**src/rtl/tlik_delay.sv**
```systemverilog
// Fixed-length register delay line that keeps side data in step with the arithmetic units.
// Depends on nothing.
module tlik_delay #(
   parameter int WIDTH = 8,
   parameter int DEPTH = 2
) (
   input  logic             clock,
   input  logic [WIDTH-1:0] data_in,
   output logic [WIDTH-1:0] data_out
);

   logic [WIDTH-1:0] tap_ff [DEPTH];

   for (genvar k = 0; k < DEPTH; k++) begin : g_tap
      if (k == 0) begin : g_first
         always_ff @(posedge clock) begin
            tap_ff[k] <= data_in;
         end
      end else begin : g_next
         always_ff @(posedge clock) begin
            tap_ff[k] <= tap_ff[k-1];
         end
      end
   end

   assign data_out = tap_ff[DEPTH-1];

endmodule

```
**config.mk**
```make
export PLATFORM = sky130hd
export DESIGN_NAME = tlik_delay
export DESIGN_NICKNAME = d
export VERILOG_FILES = /design/src/rtl/tlik_delay.sv
export SDC_FILE = /design/constraint.sdc
export NUM_CORES = 1
export LEC_CHECK = 0
export BUFFER_PORTS_ARGS = -buffer_cell sky130_fd_sc_hd__clkbuf_2
export CORE_AREA = 2 2 39 41
export CTS_BUF_LIST = sky130_fd_sc_hd__clkbuf_4 sky130_fd_sc_hd__clkbuf_8
export CTS_CLUSTER_DIAMETER = 40
export DETAILED_ROUTE_END_ITERATION = 8
export DIE_AREA = 0 0 41 43
export GPL_TIMING_DRIVEN = 0
export HOLD_SLACK_MARGIN = 0.1
export SYNTH_ARGS = -nofsm -noshare
export SYNTH_HDL_FRONTEND = slang
export SYNTH_SLANG_ARGS = --single-unit
```
**constraint.sdc**
```tcl
create_clock -name clock -period 0.8 [get_ports clock]
set_input_delay 0.08 -clock clock [delete_from_list [all_inputs] [get_ports clock]]
set_output_delay 0.08 -clock clock [all_outputs]
set_load 0.02 [all_outputs]
```
==> impl_metrics.ini, run 1 <==
[run_status]
run_status = completed

[place]
portBuffers = 16
placed_area_um2 = 480
gp_congestion = 0.552

[routing]
wl_per_cell_um = 7.32
first_iter_violations = 1
num_vias = 200
drt-pass1-iter-count = 3
vias_per_cell = 3.39
drc_errors = 0
ant_nets = 0
routed_wl_um = 432

[power_and_ir_drop]
switching_share_pct = 18.8
ir_drop_mv = 0.639
switching_power_uw = 256
p_leak_uw = 0.000275
power_frac_clock_pct = 27.2
seqPwrFrac_pct = 63.0
p_per_area_mw_per_mm2 = 2230
intPower_uw = 1110
p_comb_share_pct = 9.9

[worst_setup_path]
crit_chain = buf_8
path_class = reg -> out
worstSetupEndpoint = data_out[0]
arrival_ps = 710
rrSetupSlack_ps = 400
cp-end-kind = output pin
timing.rr.end = tap_ff[0][13]$_DFF_P_
crit_path_max_incr_delay_ps = 330
cp_max_fo = 1
critPathRequiredTime_ps = 720
worstSetupStartpoint = tap_ff[0][8]$_DFF_P_
crit_buf_inv = 1
critPathSlowestCell = dfxtp_2
worstSetupPathDepth = 1
startpoint_type = flip-flop
worstRegToRegCells = 0
crit_family = flip-flops
r2r-start = tap_ff[0][5]$_DFF_P_

[sta]
maxSlewViolCount = 0
max_slew_margin_pct = 94.8
rsz0062_at_grt = yes
min_period_over_period_pct = 99.1
worst_pin_slew_ps = 77.7
clock.fmax_mhz = 1260
fin_skew_ps = 0.373
hold_slack_ps = 327
post-route-min-period_ps = 793
hold_viol = 0
setup_viol = 0

[die]
initial_utilization_pct = 27.5
rows = 14
boundaryPins = 17
die-height_um = 43
design.core.area_mm2 = 0.00138
die_x_um = 41
dieArea_mm2 = 0.00176

[yosys]
synth.avg_cell_area_um2 = 15.8
ys_seq_area_share_pct = 84.2
yosysTopAreaCell = dfxtp_1
synth_fp_nets = 33
synth_area_leaders = dfxtp_1 (84%), buf_4 (16%)
synth_area_um2 = 380
synthCells = 24
synth.ff_latch_count = 16
synth_cell_types = 2
synth.top_cell.area_share_pct = 84.2
yosys_warnings = 0

[grt]
grt_pass1_vias = 142
grt_pass1_wl_um = 579
overflow = 0
antenna_found_initial = 0
grt_util_all_layers_pct = 6.10
grt_max_degree = 9

[cells_and_area]
multi_input_gates = 0
multi_input_area_um2 = 0
diodes = 0
reg.largest.list = tap_ff: 16 flops
drive_gt1_share_pct = 62.8
largest_register_ffs = 16
nNetsFinal = 54
top_register = tap_ff
syn2layout_area_growth_pct = 61.2
fillers = 128
final-seq-area_um2 = 330
final_area_um2 = 613

[clock_network]
cts-buffers-inserted = 3
cts_tree = built
htree_levels = 1
clk_pin_slew_ps = 80
clock_latency_ps = 270
root_buffer = clkbuf_4
cts.path.max_buffers = 2
post_cts_buffers = 0
clkSinkCount = 16

[job]
maxCapViolations = 0

[hold_path]
hp-class = reg -> reg
[area by class of cell]
class / count / share of cell area, %
clock buffers: 3 / 3.67
repair buffers: 24 / 39.2
flip-flops and latches: 16 / 53.9
well taps: 16 / 3.27
[cells by family (layout without fill, tap and decap cells)]
logic type	count (synthesis)	in the layout	synth area share (%)
flops	16	16	84.2
buf+inv	8	27	15.8
[power by group through the flow]
stage / clock (µW) / combinational, µW / sequential [µW]
after CTS: 389 / 126 / 855
after floorplan: 0 / 58.0 / 864
after detailed placement: 0 / 93.5 / 867
final: 371 / 135 / 859
after global placement: 0 / 93.4 / 865
after global routing: 427 / 143 / 862
[cells in the final DEF (no fill, tap or decap)]
| cell type | n |
|---|---|
| dfxtp_2 | 8 |
| clkbuf_4 | 3 |
| clkbuf_2 | 8 |
| buf_8 | 8 |
| dlygate4sd3_1 | 8 |
| dfxtp_1 | 8 |
[cell usage after synthesis]
master / n
buf_4: 8
dfxtp_1: 16
[stage by stage]
stage / util [%] / setup WS (ps) / total power, µW / TNS [ps] / cells
detailed placement: 34.7 / 181 / 960 / 0 / 56
global route: 44.3 / -36.4 / 1430 / -211 / 59
floorplan: - / 304 / 922 / 0 / 24
finish: 44.3 / 6.99 / 1360 / 0 / 59
CTS: 43.5 / -16.6 / 1370 / -110 / 59
global placement: 34.7 / 187 / 959 / 0 / 56
[repair_timing]
| action | in CTS | in global routing |
|---|---|---|
| resized for setup | 19 | 9 |
| hold buffers | 8 | 0 |
| pin swaps | 0 | 0 |
| endpoints found under the setup margin | 8 | 8 |
| hold endpoints to repair | 8 | 0 |
[how the worst min path moves through the flow]
stage                    startpoint                    end  slack [ps]  depth (start not counted)
2_1_floorplan            data_in[0]   tap_ff[0][0]$_DFF_P_         110                          0
3_3_place_gp             data_in[4]   tap_ff[0][4]$_DFF_P_         180                          1
3_5_place_dp             data_in[4]   tap_ff[0][4]$_DFF_P_         180                          1
4_1_cts        tap_ff[0][6]$_DFF_P_  tap_ff[0][14]$_DFF_P_         330                          0
5_1_grt        tap_ff[0][6]$_DFF_P_  tap_ff[0][14]$_DFF_P_         330                          0
6_report       tap_ff[0][7]$_DFF_P_  tap_ff[0][15]$_DFF_P_         330                          0
[routing by layer]
metal	GRT usage, %	vias up	part of all wire [%]
met5	0	-	0
met4	10.0	0	0
met3	3.14	0	5.8
met2	7.81	8	58
li1	-	103	-
met1	4.68	89	36
(Power assumes the default switching activity.)
==> inputs of run 2 (changes only) <==
==> constraint.sdc (replaced) <==
create_clock -name clock -period 0.89 [get_ports clock]
set_input_delay 0.089 -clock clock [delete_from_list [all_inputs] [get_ports clock]]
set_output_delay 0.089 -clock clock [all_outputs]
set_load 0.02 [all_outputs]
==> run 2 against run 1 <==
  * Die area stayed put
  * Via count increased by 1.0%
  * Combinational power fell by 16%
  * Worst hold slack improved by 1.4 ps
  * Critical endpoint unchanged
  * Highest routed layer unchanged
==> impl_metrics.ini, run 2 (synthesis results as in run 1) <==
[routing]
num_vias = 202
routed_wl_um = 433
ant_nets = 0
first_iter_violations = 1
drt-pass1-iter-count = 3
drc_errors = 0
wl_per_cell_um = 7.34
vias_per_cell = 3.42

[grt]
overflow = 0
antenna_found_initial = 0
grt_max_degree = 9
grt_util_all_layers_pct = 6.10
grt_pass1_wl_um = 579
grt_pass1_vias = 142

[cells_and_area]
syn2layout_area_growth_pct = 55.9
reg.largest.list = tap_ff: 16 flops
diodes = 0
nNetsFinal = 54
fillers = 133
multi_input_area_um2 = 0
finalCoreUtilization_pct = 42.9
drive_gt1_share_pct = 44.2
multi_input_gates = 0
largest_register_ffs = 16
mostFrequentLayoutCell = dfxtp_1
top_register = tap_ff
final_cell_mix = dfxtp_1 (16), dlygate4sd3_1 (8), clkbuf_2 (8), clkbuf_8 (8), clkbuf_4 (3)

[clock_network]
root_buffer = clkbuf_4
clkSinkCount = 16
cts_tree = built
cts-buffers-inserted = 3
clk_pin_slew_ps = 80
cts.path.max_buffers = 2
post_cts_buffers = 0
clock_latency_ps = 270
htree_levels = 1

[worst_setup_path]
crit_path_max_incr_delay_ps = 330
startpoint_type = flip-flop
cp-end-kind = output pin
timing.rr.end = tap_ff[0][13]$_DFF_P_
path_class = reg -> out
cp_max_fo = 1
arrival_ps = 730
worstSetupPathDepth = 1
crit_chain = clkbuf_8
worstSetupEndpoint = data_out[0]
worstRegToRegCells = 0
worstSetupStartpoint = tap_ff[0][8]$_DFF_P_
crit_family = flip-flops
crit_buf_inv = 1
r2r-start = tap_ff[0][5]$_DFF_P_
rrSetupSlack_ps = 500
critPathRequiredTime_ps = 800
critPathSlowestCell = dfxtp_1

[run_status]
run_status = completed

[hold_path]
hp-class = reg -> reg

[sta]
clock.fmax_mhz = 1220
setup_viol = 0
worst_pin_slew_ps = 77.8
min_period_over_period_pct = 92.2
maxSlewViolCount = 0
post-route-min-period_ps = 821
rsz0062_at_grt = no
max_slew_margin_pct = 94.8
hold_slack_ps = 329
fin_skew_ps = 0.372
setup_tns_ps = 0
fin_ws_ps = 69.0
hold_viol = 0

[job]
maxCapViolations = 0

[power_and_ir_drop]
p_leak_uw = 0.000273
ir_drop_mv = 0.630
p_per_area_mw_per_mm2 = 2040

[die]
boundaryPins = 17
initial_utilization_pct = 27.5
die_x_um = 41
rows = 14
design.core.area_mm2 = 0.00138
die-height_um = 43
dieArea_mm2 = 0.00176

[place]
portBuffers = 16
gp_congestion = 0.552
place_worst_setup_slack_ps = 262
-- run 2: where the power goes --
part	internal (µW)	switching [µW]
combinational	74.6	38.5
sequential	754	10.1
clock	156	177
-- run 2: cell type report --
class                 instances  area, µm²  area share, %
clock buffer                  3       22.5           3.80
timing repair buffer         24        230           38.8
sequential                   16        320           54.0
tap                          16       20.0           3.38
-- run 2: per-stage QoR --
stage | power [µW] | area (µm²) | cells
final | 1210 | 593 | 59
after CTS | 1230 | 593 | 59
after detailed placement | 863 | 480 | 56
after global routing | 1270 | 593 | 59
after floorplan | 829 | 380 | 24
after global placement | 862 | 480 | 56
-- run 2: layer usage --
metal | global-route usage (%) | share of wire [%] | wire length (µm) | vias up
met5 | 0 | 0 | 0 | -
met1 | 4.68 | 36 | 157 | 91
met4 | 10.0 | 0 | 0 | 0
li1 | - | - | - | 103
met3 | 3.14 | 5.8 | 25 | 0
met2 | 7.81 | 58 | 250 | 8
-- run 2: repair_timing --
item                                    in CTS  in global routing
endpoints found under the hold margin        8                  0
gates resized for setup                     12                  0
hold buffers                                 8                  0
endpoints found under the setup margin       8                  0
-- run 2: worst min-delay path by stage --
stage / start / end / slack [ps] / cells past startpoint
6_report: tap_ff[0][7]$_DFF_P_ / tap_ff[0][15]$_DFF_P_ / 330 / 0
5_1_grt: tap_ff[0][6]$_DFF_P_ / tap_ff[0][14]$_DFF_P_ / 330 / 0
4_1_cts: tap_ff[0][6]$_DFF_P_ / tap_ff[0][14]$_DFF_P_ / 330 / 0
3_5_place_dp: data_in[4] / tap_ff[0][4]$_DFF_P_ / 190 / 1
3_3_place_gp: data_in[4] / tap_ff[0][4]$_DFF_P_ / 190 / 1
2_1_floorplan: data_in[0] / tap_ff[0][0]$_DFF_P_ / 120 / 0
