[src/rtl/tlik_isqrt.sv]
// Pipelined floor integer square root, one result bit per register stage.
// Depends on nothing.
module tlik_isqrt #(
   parameter int IN_WIDTH = 32
) (
   input  logic                  clock,
   input  logic [IN_WIDTH-1:0]   operand,
   output logic [IN_WIDTH/2-1:0] root
);

   localparam int ROOT_WIDTH = IN_WIDTH / 2;
   localparam int REM_WIDTH  = ROOT_WIDTH + 2;
   localparam int CAND_WIDTH = REM_WIDTH + 2;

   logic [IN_WIDTH-1:0]   rad_ff  [ROOT_WIDTH];
   logic [REM_WIDTH-1:0]  rem_ff  [ROOT_WIDTH];
   logic [ROOT_WIDTH-1:0] root_ff [ROOT_WIDTH];

   for (genvar k = 0; k < ROOT_WIDTH; k++) begin : g_stage
      logic [IN_WIDTH-1:0]   prev_rad;
      logic [REM_WIDTH-1:0]  prev_rem;
      logic [ROOT_WIDTH-1:0] prev_root;
      logic [CAND_WIDTH-1:0] cand;
      logic [CAND_WIDTH-1:0] trial;
      logic [CAND_WIDTH-1:0] diff;

      if (k == 0) begin : g_head
         assign prev_rad  = operand;
         assign prev_rem  = '0;
         assign prev_root = '0;
      end else begin : g_body
         assign prev_rad  = rad_ff[k-1];
         assign prev_rem  = rem_ff[k-1];
         assign prev_root = root_ff[k-1];
      end

      // Bring down the next two radicand bits and try the subtraction.
      assign cand  = {prev_rem, prev_rad[IN_WIDTH-1 -: 2]};
      assign trial = {2'b00, prev_root, 2'b01};
      assign diff  = cand - trial;

      always_ff @(posedge clock) begin
         rad_ff[k] <= prev_rad << 2;
         if (cand >= trial) begin
            rem_ff[k]  <= diff[REM_WIDTH-1:0];
            root_ff[k] <= {prev_root[ROOT_WIDTH-2:0], 1'b1};
         end else begin
            rem_ff[k]  <= cand[REM_WIDTH-1:0];
            root_ff[k] <= {prev_root[ROOT_WIDTH-2:0], 1'b0};
         end
      end
   end

   assign root = root_ff[ROOT_WIDTH-1];

endmodule

[config.mk]
export PLATFORM = sky130hd
export DESIGN_NAME = tlik_isqrt
export DESIGN_NICKNAME = d
export VERILOG_FILES = /design/src/rtl/tlik_isqrt.sv
export SDC_FILE = /design/constraint.sdc
export NUM_CORES = 1
export LEC_CHECK = 0
export ABC_CLOCK_PERIOD_IN_PS = 4800
export BUFFER_PORTS_ARGS = -buffer_cell sky130_fd_sc_hd__clkbuf_2
export CAP_MARGIN = 30
export CORE_AREA = 4 4 231 233
export CTS_BUF_LIST = sky130_fd_sc_hd__clkbuf_4 sky130_fd_sc_hd__clkbuf_8 sky130_fd_sc_hd__clkbuf_16
export DETAILED_ROUTE_END_ITERATION = 12
export DIE_AREA = 0 0 235 237
export MAX_ROUTING_LAYER = met4
export SLEW_MARGIN = 30
export SYNTH_ARGS = -nofsm -noshare
export SYNTH_HDL_FRONTEND = slang
export SYNTH_SLANG_ARGS = --single-unit
[constraint.sdc]
create_clock -name clock -period 4.8 [get_ports clock]
set_input_delay 0.96 -clock clock [delete_from_list [all_inputs] [get_ports clock]]
set_output_delay 0.96 -clock clock [all_outputs]
set_load 0.02 [all_outputs]
==> results of run 1 <==
## how the worst max path moves through the flow
| stage | start | to | slack (ns) | depth (start not counted) |
|---|---|---|---|---|
| after floorplan | root_ff[1][71] | rem_ff[1][100] | 2.25 | 10 |
| after global placement | root_ff[1][90] | rem_ff[1][114] | 1.62 | 8 |
| after detailed placement | root_ff[1][90] | rem_ff[1][114] | 1.60 | 8 |
| after CTS | root_ff[1][90] | rem_ff[1][113] | 1.59 | 8 |
| after global routing | root_ff[1][90] | rem_ff[1][117] | 1.39 | 8 |
| final | root_ff[1][90] | rem_ff[1][113] | 1.51 | 8 |
## logic make-up after synthesis
kind of cell | Yosys count | share of synthesized area [%]
AOI/OAI and AO/OA | 422 | 11.9
xor gates and xnor gates | 171 | 6.55
adders and majority gates | 153 | 8.37
buffers and inverters | 217 | 3.58
DFF | 626 | 54.8
muxes | 67 | 3.24
other | 1 | 0.0164
and+or+nand+nor | 509 | 11.6
## cell usage in the layout (no fill, tap or decap), types with 10 or more instances in the layout
cell type and n:
mux2_2 54, clkinv_2 12, a21o_1 27, inv_1 192, o21ai_0 75, a31oi_1 12, o21a_1 48, nand2b_1 22
or4_1 11, mux2i_1 11, nor4_1 31, a211oi_1 23, xnor2_1 99, o211ai_1 16, a21oi_1 128, nor3_1 47
nor2_1 148, o31ai_1 13, dfxtp_1 626, nand4_1 20, nand2_1 85, xor2_1 72, clkbuf_8 15, or3_1 25
nand3_1 37, clkbuf_16 67, clkbuf_2 48, ha_1 153, nand4b_1 10, nor2b_1 20
## layout make-up
cell class | instances | share of cell area [%]
repair buffers | 52 | 1.03
multi-input cells | 1323 | 36.4
inverters | 192 | 2.75
well taps | 680 | 3.24
clock buffers | 90 | 7.41
clock inverters | 29 | 1.39
flip-flops and latches | 626 | 47.8
## power by group through the flow
stage | Sequential (mW) | Combinational, mW | Clock, mW
after floorplan | 6.66 | 2.20 | 0
after global placement | 6.90 | 2.70 | 0
after detailed placement | 6.92 | 2.74 | 0
after CTS | 6.81 | 2.77 | 5.41
after global routing | 6.91 | 3.10 | 5.61
final | 6.79 | 2.76 | 5.23
## registers in the layout (all words and copies together), names as in the netlist
register and count:
root_ff 136, rem_ff 250, rad_ff 240
## metrics by stage
step           power (mW)  util (%)  std cells  setup slack, ns
6_report             14.8      51.2       2992             1.51
5_1_grt              15.6      51.2       2992             1.39
4_1_cts              15.0      51.2       2992             1.59
3_5_place_dp         9.66      46.7       2873             1.60
3_3_place_gp         9.61      46.7       2873             1.62
2_1_floorplan        8.86         -       2166             2.25
## metal layers
| metal | up-vias | wire length (um) |
|---|---|---|
| met3 | 75 | 1950 |
| met5 | - | 0 |
| li1 | 7723 | - |
| met4 | 0 | 1050 |
| met2 | 296 | 19700 |
| met1 | 6951 | 20500 |
==> flow_metrics.env, run 1 <==
export IMPL_status="finished, final reports clean"
export IMPL_placed_area_sq_um=23900
export IMPL_syn_inst=2166
export IMPL_synth_async_reset_ratio_pct=0
export IMPL_yosysMostFrequentCell="dfxtp_1"
export IMPL_path_buf_inv=2
export IMPL_cp_top_family="simple AND/OR/NAND/NOR gates"
export IMPL_dp_hpwl_um=32300
export IMPL_clock_root_buffer="clkbuf_16"
export IMPL_period_minus_slack_ns=3.29
export IMPL_synth_fp_nets=2352
export IMPL_synthFlopType="dfxtp_1"
export IMPL_setup_viol_count_final=0
export IMPL_regArea_sq_um=12500
export IMPL_max_clock_freq_ghz=0.304
export IMPL_viasPerCell=5.03
export IMPL_p_seq_share_pct=45.9
export IMPL_cts_buffers=66
export IMPL_gr_usage_met2_pct=24.9
export IMPL_syn_cell_area_sq_um=22900
export IMPL_yosysUniqueCellTypes=74
export IMPL_required_ns=5.27
export IMPL_grt_use_met3_pct=2.76
export IMPL_grt_first_pass_wirelength_um=71600
export IMPL_chipHeight_um=237
export IMPL_hold_viol=0
export IMPL_yosys_warnings=0
export IMPL_rows=83
export IMPL_clock_power_share_pct=35.4
export IMPL_worst_path_largest_cell_delay_ns=0.79
export IMPL_p_leak_nw=12.2
export IMPL_worstPathCellList="inv_1, ha_1, nand4_1, nor4_1, nor4_1, a21oi_2, buf_4, mux2_2"
export IMPL_p_int_mw=10.7
export IMPL_drive_above_1_share_pct=11.0
export IMPL_p_comb_share_pct=18.7
export IMPL_cts_tree="yes"
export IMPL_synthDominantCellAreaShare_pct=54.8
export IMPL_ant_nets=0
export IMPL_fin_hold_ws_ns=0.315
export IMPL_fin_worst_skew_ns=0.0198
export IMPL_tightest_slew_ns=0.838
export IMPL_gp_congestion=0.880
export IMPL_cap_violations=0
export IMPL_min_path_cells=0
export IMPL_hp_start="rad_ff[0][142]"
export IMPL_min_path_type="reg2reg"
export IMPL_die_area_sq_um=55700
export IMPL_initial_core_util_pct=44.7
export IMPL_critPathLaunchType="register"
export IMPL_met1_usage_pct=20.5
export IMPL_syn_to_final_growth_pct=14.7
export IMPL_clock_path_buffers=3
export IMPL_arrival_ns=3.76
export IMPL_track_usage_pct=15.8
export IMPL_grt_max_degree=27
export IMPL_switchingPower_mw=4.09
export IMPL_synth_common_cells="626 x dfxtp_1, 192 x inv_1, 153 x ha_1"
export IMPL_rsz0062_at_grt="no"
export IMPL_cts_sinks=626
export IMPL_cp_common_cell="nor4_1"
export IMPL_switching_share_pct=27.7
export IMPL_die_w_um=235
export IMPL_synth_top_cell_by_area="dfxtp_1"
export IMPL_dr_pass1_iters=6
export IMPL_slowest_stage="nor4_1"
export IMPL_num_vias=15000
export IMPL_timing_rr_start="root_ff[1][90]"
export IMPL_rrSetupSlack_ns=1.51
export IMPL_yosysSeqAreaShare_pct=54.8
export IMPL_synth_ff_latch_count=626
export IMPL_r2r_worst_path_cells=8
export IMPL_grt_pass1_vias=14400
export IMPL_critPathKind="reg2reg"
export IMPL_fin_area_sq_um=26200
export IMPL_synthTopCellsByArea="dfxtp_1 55%, ha_1 8.4%, xnor2_1 3.8%"
export IMPL_slew_headroom_pct=43.6
export IMPL_numPortBuffers=48
export IMPL_avgSynthCellArea_sq_um=10.6
export IMPL_regToRegEndpoint="rem_ff[1][113]"
export IMPL_post_cts_buffers=0
export IMPL_drtIter0Drc=804
export IMPL_fin_crit_sh_pct=68.5
export IMPL_antennaDiodeCount=0
export IMPL_tns_ns=0
export IMPL_clk_pin_slew_ns=0.06
export IMPL_worst_skew_pair_late_latency_ns=0.59
export IMPL_synth_edff_count=0
export IMPL_critPathMaxFanout=20
export IMPL_slew_violations=0
export IMPL_h_tree_depth=3
export IMPL_n_fill_cell=4585
export IMPL_power_density_nw_per_um2=563
export IMPL_ctsResizeCount=0
export IMPL_grt_overflow=0
export IMPL_vdd_ir_drop_worst_mv=0.331
export IMPL_routed_wl_um=43200
export IMPL_crit_path_end_kind="register"
export IMPL_hold_end="rad_ff[0][174]"
export IMPL_wire_per_inst_um=14.4
export IMPL_core_sq_um=51200
export IMPL_ctsHoldBuffers=0
export IMPL_grt_busiest_layer="met2"
export IMPL_nNetsFinal=2447
export IMPL_antenna_found_initial=0
export IMPL_drc_errors=0
export IMPL_multiInputGateArea_sq_um=9550
export IMPL_pin_count=49
(Power assumes the default switching activity.)
==> inputs of run 2 (changes only) <==
- ABC_CLOCK_PERIOD_IN_PS: 4800 -> 3300
- clock period: 4.8 -> 3.3 ns (I/O delays scaled with it)
==> run 2 against run 1 <==
Power up 41%. Die area unchanged. Clock power up 32%. Fmax up 13%. Register-to-register slack worse by 1.1 ns. Wire length down 2.8%. Sequential share of layout area up 0.30 points. First-iteration DRC count down 17%. Combinational power up 46%. Setup slack worse by 1.1 ns. Sequential power up 45%. Sequential cell count unchanged.
==> flow_metrics.env, run 2 (same netlist as run 1, synthesis figures left out) <==
export IMPL_status="finished, final reports clean"
export IMPL_fin_hold_ws_ns=0.125
export IMPL_grt_first_pass_wirelength_um=69500
export IMPL_rsz0062_at_grt="no"
export IMPL_ctsResizeCount=0
export IMPL_final_cell_mix="626 x dfxtp_1, 192 x inv_1, 153 x ha_1, 148 x nor2_1, 128 x a21oi_1"
export IMPL_setup_viol_count_final=0
export IMPL_clock_root_buffer="clkbuf_16"
export IMPL_drive_above_1_share_pct=10.9
export IMPL_cap_violations=0
export IMPL_fin_cells=2993
export IMPL_crit_path_end_kind="register"
export IMPL_gp_congestion=0.879
export IMPL_numPortBuffers=48
export IMPL_dr_pass1_iters=5
export IMPL_critPathMaxFanout=5
export IMPL_antennaDiodeCount=0
export IMPL_slew_violations=0
export IMPL_ant_nets=0
export IMPL_slowest_stage="o21ai_0"
export IMPL_final_util_pct=50.9
export IMPL_initial_core_util_pct=44.7
export IMPL_min_path_type="in2reg"
export IMPL_nNetsFinal=2455
export IMPL_p_leak_nw=12.1
export IMPL_power_mw=20.8
export IMPL_ctsHoldBuffers=0
export IMPL_layout_commonest_cell="dfxtp_1"
export IMPL_vdd_ir_drop_worst_mv=0.433
export IMPL_tns_ns=0
export IMPL_track_usage_pct=15.1
export IMPL_placed_area_sq_um=24000
export IMPL_largest_reg_flops=250
export IMPL_syn_to_final_growth_pct=14.0
export IMPL_routed_wl_um=42000
export IMPL_critPathLaunchType="register"
export IMPL_top_regs="rem_ff (250), rad_ff (240), root_ff (136)"
export IMPL_power_density_nw_per_um2=797
export IMPL_dp_cells=2886
export IMPL_tightest_slew_ns=0.886
export IMPL_die_w_um=235
export IMPL_regMostFlops="rem_ff"
export IMPL_cp_top_family="compound AO/OA/AOI/OAI gates"
export IMPL_critPathKind="reg2reg"
export IMPL_worstPathCellList="inv_1, ha_1, nor2b_1, o31a_1, o21ai_0, a31oi_1, a2111oi_0, xor2_1"
export IMPL_rrSetupSlack_ns=0.38
export IMPL_dp_slack_ns=0.501
export IMPL_path_buf_inv=1
export IMPL_die_area_sq_um=55700
export IMPL_period_minus_slack_ns=2.92
export IMPL_viasPerCell=4.98
export IMPL_core_sq_um=51200
export IMPL_h_tree_depth=2
export IMPL_hold_viol=0
export IMPL_drtIter0Drc=671
export IMPL_cts_tree="yes"
export IMPL_finalWorstSetupSlack_ns=0.380
export IMPL_chipHeight_um=237
export IMPL_fin_crit_sh_pct=88.5
export IMPL_fin_area_sq_um=26100
export IMPL_num_vias=14900
export IMPL_grt_pass1_vias=14400
export IMPL_max_clock_freq_ghz=0.343
export IMPL_worst_skew_pair_late_latency_ns=0.63
export IMPL_dp_hpwl_um=31700
export IMPL_cts_buffers=61
export IMPL_antenna_found_initial=0
export IMPL_fin_worst_skew_ns=0.0364
export IMPL_grt_overflow=0
export IMPL_worst_path_largest_cell_delay_ns=0.67
export IMPL_slew_headroom_pct=40.2
export IMPL_rows=83
export IMPL_clock_path_buffers=3
export IMPL_cts_sinks=626
export IMPL_arrival_ns=3.38
export IMPL_clk_pin_slew_ns=0.06
export IMPL_required_ns=3.76
export IMPL_wire_per_inst_um=14.0
export IMPL_grt_max_degree=23
export IMPL_post_cts_buffers=0
export IMPL_pin_count=49
export IMPL_drc_errors=0
-- run 2: cell types whose count changed in the layout (fill, tap and decap cells not counted), sizes merged --
cell and change:
buf +13, clkbuf -10, inv -5, clkinv +3, bufinv -2, clkinvlp +2
-- run 2: path summary, 6_finish.rpt --
| kind | to | cells after the start | start |
|---|---|---|---|
| min | rad_ff[0][3] | 1 | operand[3] |
| max reg2reg | rem_ff[1][88] | 8 | root_ff[1][48] |
| max | rem_ff[1][88] | 8 | root_ff[1][48] |
| min reg2reg | rad_ff[0][177] | 0 | rad_ff[0][145] |
-- run 2: report_power, final --
group          switching (mW)  total [mW]  internal, mW  leakage [nW]
logic                    2.07        4.02          1.94          5.83
registers               0.920        9.85          8.93          5.24
clock network            2.83        6.92          4.09          1.02
-- run 2: cell type report --
cell class / instances / area, sq um
Fill cell: 4530 / 25100
Timing Repair Buffer: 65 / 368
Multi-Input combinational cell: 1323 / 9520
Clock inverter: 27 / 338
Clock buffer: 80 / 1730
Inverter: 192 / 721
Sequential cell: 626 / 12500
Tap cell: 680 / 851
-- run 2: routing by layer --
layer | up-vias | share of wire (%) | global-route usage (%)
met3 | 88 | 4.6 | 2.85
li1 | 7706 | - | -
met4 | 0 | 2.5 | 4.83
met2 | 279 | 45 | 23.8
met5 | - | 0 | -
met1 | 6847 | 48 | 19.9
